File: config.mk
export PLATFORM = sky130hd
export DESIGN_NAME = prt_cell
export DESIGN_NICKNAME = d
export VERILOG_FILES = /design/src/sv/prt_pkg.sv /design/src/sv/prt_cell.sv
export SDC_FILE = /design/constraint.sdc
export NUM_CORES = 1
export LEC_CHECK = 0
export BUFFER_PORTS_ARGS = -buffer_cell sky130_fd_sc_hd__buf_2
export CELL_PAD_IN_SITES_DETAIL_PLACEMENT = 0
export CELL_PAD_IN_SITES_GLOBAL_PLACEMENT = 2
export CORE_AREA = 3 3 407 409
export CTS_CLUSTER_SIZE = 25
export DETAILED_ROUTE_END_ITERATION = 12
export DIE_AREA = 0 0 410 412
export GPL_TIMING_DRIVEN = 0
export PLACE_DENSITY_LB_ADDON = 0.1
export SYNTH_ARGS = -nofsm -noshare
export SYNTH_HDL_FRONTEND = slang
export SYNTH_SLANG_ARGS = --single-unit
File: constraint.sdc
create_clock -name aclk -period 3.2 [get_ports aclk]
set_input_delay 0 -clock aclk [delete_from_list [all_inputs] [get_ports aclk]]
set_output_delay 0 -clock aclk [all_outputs]
set_load 0.02 [all_outputs]
File: src/sv/prt_pkg.sv
// types, codes and constants of the probe request tracker
// used by prt_cell, probe_request_tracker and prt_checker; no dependencies
package prt_pkg;

    localparam int TABLE_ENTRIES_DEF = 32;
    localparam int SSID_BITS         = 256;
    localparam int HDR_LEN           = 26;
    localparam int SSID_MAX          = 32;
    localparam int POS_W             = 12;
    localparam logic [11:0] POS_MAX  = 12'd4095;
    localparam logic [7:0] FC_TYPE_MASK    = 8'h0C;
    localparam logic [7:0] FC_SUBTYPE_MASK = 8'hF0;
    localparam logic [7:0] FC_PROBE_REQ    = 8'h40;
    localparam logic [7:0] CHAR_LOW        = 8'h20;
    localparam logic [7:0] CHAR_HIGH       = 8'h7F;
    localparam logic [7:0] CHAR_DOT        = 8'h2E;
    localparam logic [5:0] WILD_LEN        = 6'd10;
    // "(Wildcard)", first character in the lowest byte
    localparam logic [79:0] WILD_TEXT = 80'h29_64_72_61_63_64_6C_69_57_28;

    typedef enum logic [1:0] {
        ACT_FRAME = 2'd0,
        ACT_READ  = 2'd1,
        ACT_CLEAR = 2'd2
    } action_t;

    typedef enum logic [2:0] {
        ST_IGNORED  = 3'd0,
        ST_UPDATED  = 3'd1,
        ST_INSERTED = 3'd2,
        ST_READ     = 3'd3,
        ST_CLEARED  = 3'd4
    } status_t;

    typedef enum logic [1:0] {
        FSM_IDLE,
        FSM_COMPARE,
        FSM_APPLY
    } fsm_t;

    typedef struct packed {
        logic [47:0]          mac;
        logic [SSID_BITS-1:0] ssid;
        logic [5:0]           len;
        logic [7:0]           rssi;
        logic [31:0]          seen;
    } entry_t;

    typedef struct packed {
        logic clear;
        logic shift;
        logic update;
        logic compare;
    } cell_ctl_t;

    typedef struct packed {
        status_t     status;
        logic [4:0]  slot;
        logic [47:0] mac;
        logic [7:0]  rssi;
        logic [31:0] seen;
        logic [5:0]  len;
        logic [63:0] ssid;
        logic [5:0]  count;
        logic [31:0] probes;
    } result_t;

endpackage

File: src/sv/prt_cell.sv
// one table cell: holds an entry, compares it against a probe key,
// and takes its neighbor's entry on a shift; uses prt_pkg
module prt_cell (
    input  logic              aclk,
    input  logic              aresetn,
    input  prt_pkg::cell_ctl_t ctl,
    input  prt_pkg::entry_t   shift_in,
    input  prt_pkg::entry_t   key,
    output prt_pkg::entry_t   entry_q,
    output logic              hit
);

    prt_pkg::entry_t entry_reg, entry_next;
    logic            hit_reg, hit_next;

    // entry update: clear, shift from neighbor, or refresh rssi and time
    always_comb begin
        entry_next = entry_reg;
        if (ctl.clear) begin
            entry_next = '0;
        end else if (ctl.shift) begin
            entry_next = shift_in;
        end else if (ctl.update) begin
            entry_next.rssi = key.rssi;
            entry_next.seen = key.seen;
        end
        hit_next = ctl.compare && (entry_reg.mac == key.mac) &&
                   (entry_reg.len == key.len) && (entry_reg.ssid == key.ssid);
    end

    always_ff @(posedge aclk) begin
        if (!aresetn) begin
            entry_reg <= '0;
            hit_reg   <= 1'b0;
        end else begin
            entry_reg <= entry_next;
            hit_reg   <= hit_next;
        end
    end

    assign entry_q = entry_reg;
    assign hit     = hit_reg;

endmodule

# Word level (Yosys, flattened, before mapping)
# Index checks and enable logic that the tools add are counted.
# W data, S select, Z words.
totals:
  regBits: 351
  inputBits: 706
  out_inout_bits: 351
classes:
  n_eq_ne: 3
  muxes: 2
  n_bitwise: 1
  n_reduce_logical: 5
ops:
  columns: ["operator", "count"]
  rows:
  - ["$eq A256 B256 Y1", 1]
  - ["$mux W40", 2]
  - ["$eq A48 B48 Y1", 1]
  - ["$eq A6 B6 Y1", 1]
  - ["$logic_and A1 B1 Y1", 3]
  - ["$reduce_bool A2 Y1", 1]
  - ["$reduce_or A2 Y1", 1]
  - ["$not A1 Y1", 1]

# Longest topological paths before layout
logic_depth:
  word_depth: 4
  ltp_mapped: 6
  depth_no_buf: 6

# Worst setup path before layout
# No wires, ideal clock.
synth_path:
  path_kind: "reg2reg"
  startpoint: "register entry_reg (netlist bit entry_q[301])"
  endpoint: "register hit_reg, in the netlist hit"
  setup_ps: 61
  t_arrival_ps: 1903
  t_required_ps: 3139
  slack_ps: 1237
  path_stages_with_launch: 7
  path_buffers: 0
  synth_period_minus_slack_ps: 1963
  cell_sequence: "dfxtp_1 > nand2b_1 > o2111ai_1 > or3_1 > or4_1 > nor4_1 > and4_1"
synth_via:
  elab_chain_cells: 2
synth_lines:
  columns: ["item", "line_no", "text"]
  rows:
  - ["from (decl)", "prt_cell.sv:13", "prt_pkg::entry_t entry_reg, entry_next;"]
  - ["from (signal assigned)", "prt_cell.sv:36", "entry_reg <= entry_next;"]
  - ["$eq A256 B256 Y1", "prt_cell.sv:28", "(entry_reg.len == key.len) && (entry_reg.ssid == key.ssid);"]
  - ["$logic_and A1 B1 Y1", "prt_cell.sv:28", null]
  - ["to (signal assigned)", "prt_cell.sv:37", "hit_reg <= hit_next;"]
  - ["to (decl)", "prt_cell.sv:14", "logic hit_reg, hit_next;"]
# Every way passes these cells.
# A chain may end at the register's enable or synchronous reset.

# Worst setup path in the final report
layout_path:
  startpoint: "register entry_reg (netlist bit entry_q[146])"
  endpoint: "register hit_reg, in the netlist hit"
# Same word-level chain as after synthesis.

==> reports/summary.txt <==
Status = finished clean
TritonCTS Buffers = 55
GRT overflow = 0
Synth-to-Final Area Change = 83.2%
Yosys reg bits = 351
Avg Cell Area, Syn = 9.16 um2
Core Rows = 148
Synth async-reset ratio = 0
Slowest stage delay, CP = 1.04 ns
CTS tree = built
Final ANT Viol Nets = 0
Clock skew = 0.0278 ns
Mapped Cells = 1823
Fill cells = 18600
Largest net degree at the start of global routing = 15
Crit Path Category = reg2reg
Final setup fails = 0
Root Driver = clkbuf_16
Syn nets = 2529
Number of global-route vias before repair = 21900
Final instance area = 30600 um2
M1 GR Usage = 0.220
Least-Margin Pin Slew = 1.39 ns
Worst Path Required = 3.79 ns
Routing usage on met2 = 0.389
Die W = 410 um
Pwr Density = 436 nW/um2
Clock slew at reported path FFs = 0.06 ns
Io pins = 1057
DIE AREA = 169000 um2
H-tree Lvls = 2
Crit Path Max Fanout = 3
Maximum vdd drop = 357 uV
Most frequent CP cell = nand4_1
Core area = 162000 um2
Die Y = 412 um
GR Util All Layers = 0.205
DR pass1 iterations = 5
Placement-stage cell area = 24800 um2
DR iter-0 viols = 862
Worst-Skew Late Latency = 0.65 ns
HPWL Detailed = 159000 um
CP Buf/Inv Count = 0
Clock buffer depth = 3
Synthesized area = 16700 um2
Final Max Tran Viols = 0
Ys flop type = dfxtp_1
Vias per cell = 3.61
CP top delay family = simple AND/OR/NAND/NOR gates
Final Hold Vio Count = 0
Post-route core utilization = 0.188
Most frequent cells in the layout = buf_2 (1069), dlygate4sd3_1 (399), nor2_1 (392)
Tmin final = 3.11 ns
GR Layer Usage met3 = 0.0717
Yosys cell types = 31
GR peak layer = met2
Post-synth EDFFs = 0
First-pass GRT wire length = 226000 um
Unrepaired setup endpoints after global routing = false
Wire per inst = 32.2 um
Largest register FFs = 350
F_max = 321 MHz
IO Port Bufs = 1054
Final RePlAce weighted congestion = 0.926
Slew HR = 0.0732
Critical Path AT = 3.70 ns
Initial Utilization = 0.103
Hold Crit Class = in2reg
Commonest non-fill, non-tap cell in the layout = buf_2
Slowest-stage cell, CP = nor4_2
Initial antenna violation count = 167
Part of the cycle the worst path needs = 0.972
Final WL = 180000 um
CTS Sinks = 351
Layout cells sized above 1 = 0.346
Routed vias = 20200
CP cell instances = xnor2_1 > nand4_1 > nor4_2 > nand4_1 > nor3_1 > and4_1
Max Cap Viol = 0
Drt drc = 0
Seq/Total Area, Yosys = 0.421
Pleak = 14.4 nW
Crit end category = flop
Crit path launch type = flop
NumNets Final = 4042
Warnings from Yosys = 0
per-layer routing:
| layer | wire length [um] | vias to the layer above | part of all wire |
|---|---|---|---|
| li1 | - | 9319 | - |
| met1 | 66700 | 9610 | 0.37 |
| met2 | 94100 | 931 | 0.52 |
| met3 | 15100 | 261 | 0.084 |
| met4 | 3410 | 78 | 0.019 |
| met5 | 526 | - | 0.0029 |
path summary, 6_finish.rpt:
check | from | end | slack (ns) | cells after the start
worst max-delay path | entry_q[146] | hit | 0.09 | 6
worst min-delay path | key[45] | hit | 0.03 | 5
worst max register to register | entry_q[146] | hit | 0.09 | 6
worst min register to register | entry_q[127] | entry_q[127] | 0.53 | 2
worst reg2reg max path: stages, from the launching register on:
cell and delay [ns]:
dfxtp_1 0.39, xnor2_1 0.15, nand4_1 0.42, nor4_2 1.05, nand4_1 0.47, nor3_1 0.34
and4_1 0.24
power breakdown:
| group | switching (mW) | internal [mW] |
|---|---|---|
| sequential | 0.239 | 4.52 |
| clock | 2.51 | 3.42 |
| combinational | 1.45 | 1.19 |
| total | 4.19 | 9.14 |
synth_stat cells (all sizes together) (2+ instances only):
cell type	number	area share
a2111o	30	0.020
a2111oi	11	0.0058
a21oi	40	0.012
a221oi	5	0.0026
a22o	3	0.0016
buf	35	0.0086
clkbuf	53	0.012
dfxtp	351	0.42
inv	104	0.023
mux2i	350	0.21
nand2b	56	0.021
nand4	31	0.013
nor2	392	0.088
nor2b	103	0.039
nor3	4	0.0012
nor4	39	0.015
o2111ai	19	0.010
o221ai	2	0.0010
o22ai	36	0.013
o2bb2ai	6	0.0031
xnor2	72	0.038
xor2	74	0.039
final cells by class:
| cell class | count | area (um2) | share of cell area |
|---|---|---|---|
| Antenna cell | 37 | 92.6 | 0.00303 |
| Buffer | 88 | 350 | 0.0114 |
| Clock buffer | 78 | 1540 | 0.0505 |
| Clock inverter | 21 | 161 | 0.00527 |
| Inverter | 104 | 390 | 0.0128 |
| Multi-Input combinational cell | 1280 | 9020 | 0.295 |
| Sequential cell | 351 | 7030 | 0.230 |
| Tap cell | 2175 | 2720 | 0.0889 |
| Timing Repair Buffer | 1456 | 9290 | 0.304 |
kinds of logic (layout without fill, tap and decap cells):
family / after synthesis / in the layout / synth area share
other cells: 0 / 37 / 0
buf+inv: 192 / 1747 / 0.0439
compound gates: 155 / 155 / 0.0717
xor+xnor: 146 / 146 / 0.0765
flops: 351 / 351 / 0.421
mux: 350 / 350 / 0.210
simple gates: 629 / 629 / 0.178
timing repair:
item	4_1_cts	5_1_grt
hold buffers	399	0
endpoints found under the hold margin	351	0
gates resized for setup	13	0
setup endpoints to repair	1	1
setup buffers	0	0
pin swaps	1	2
metrics by stage:
stage / hold slack [ns] / worst slack (ns) / setup TNS, ns / instances / total power, mW
floorplan: 0.143 / 1.24 / 0 / 1823 / 5.68
global placement: 0.234 / -1.63 / -12.13 / 5052 / 7.11
detailed placement: 0.237 / -0.872 / -2.93 / 5055 / 7.11
CTS: 0.00127 / 0.00583 / 0 / 5553 / 13.8
global route: 0.0301 / 0.00480 / 0 / 5563 / 14.0
finish: 0.0299 / 0.0894 / 0 / 5590 / 13.3
Power figures use the tool's default switching activity.
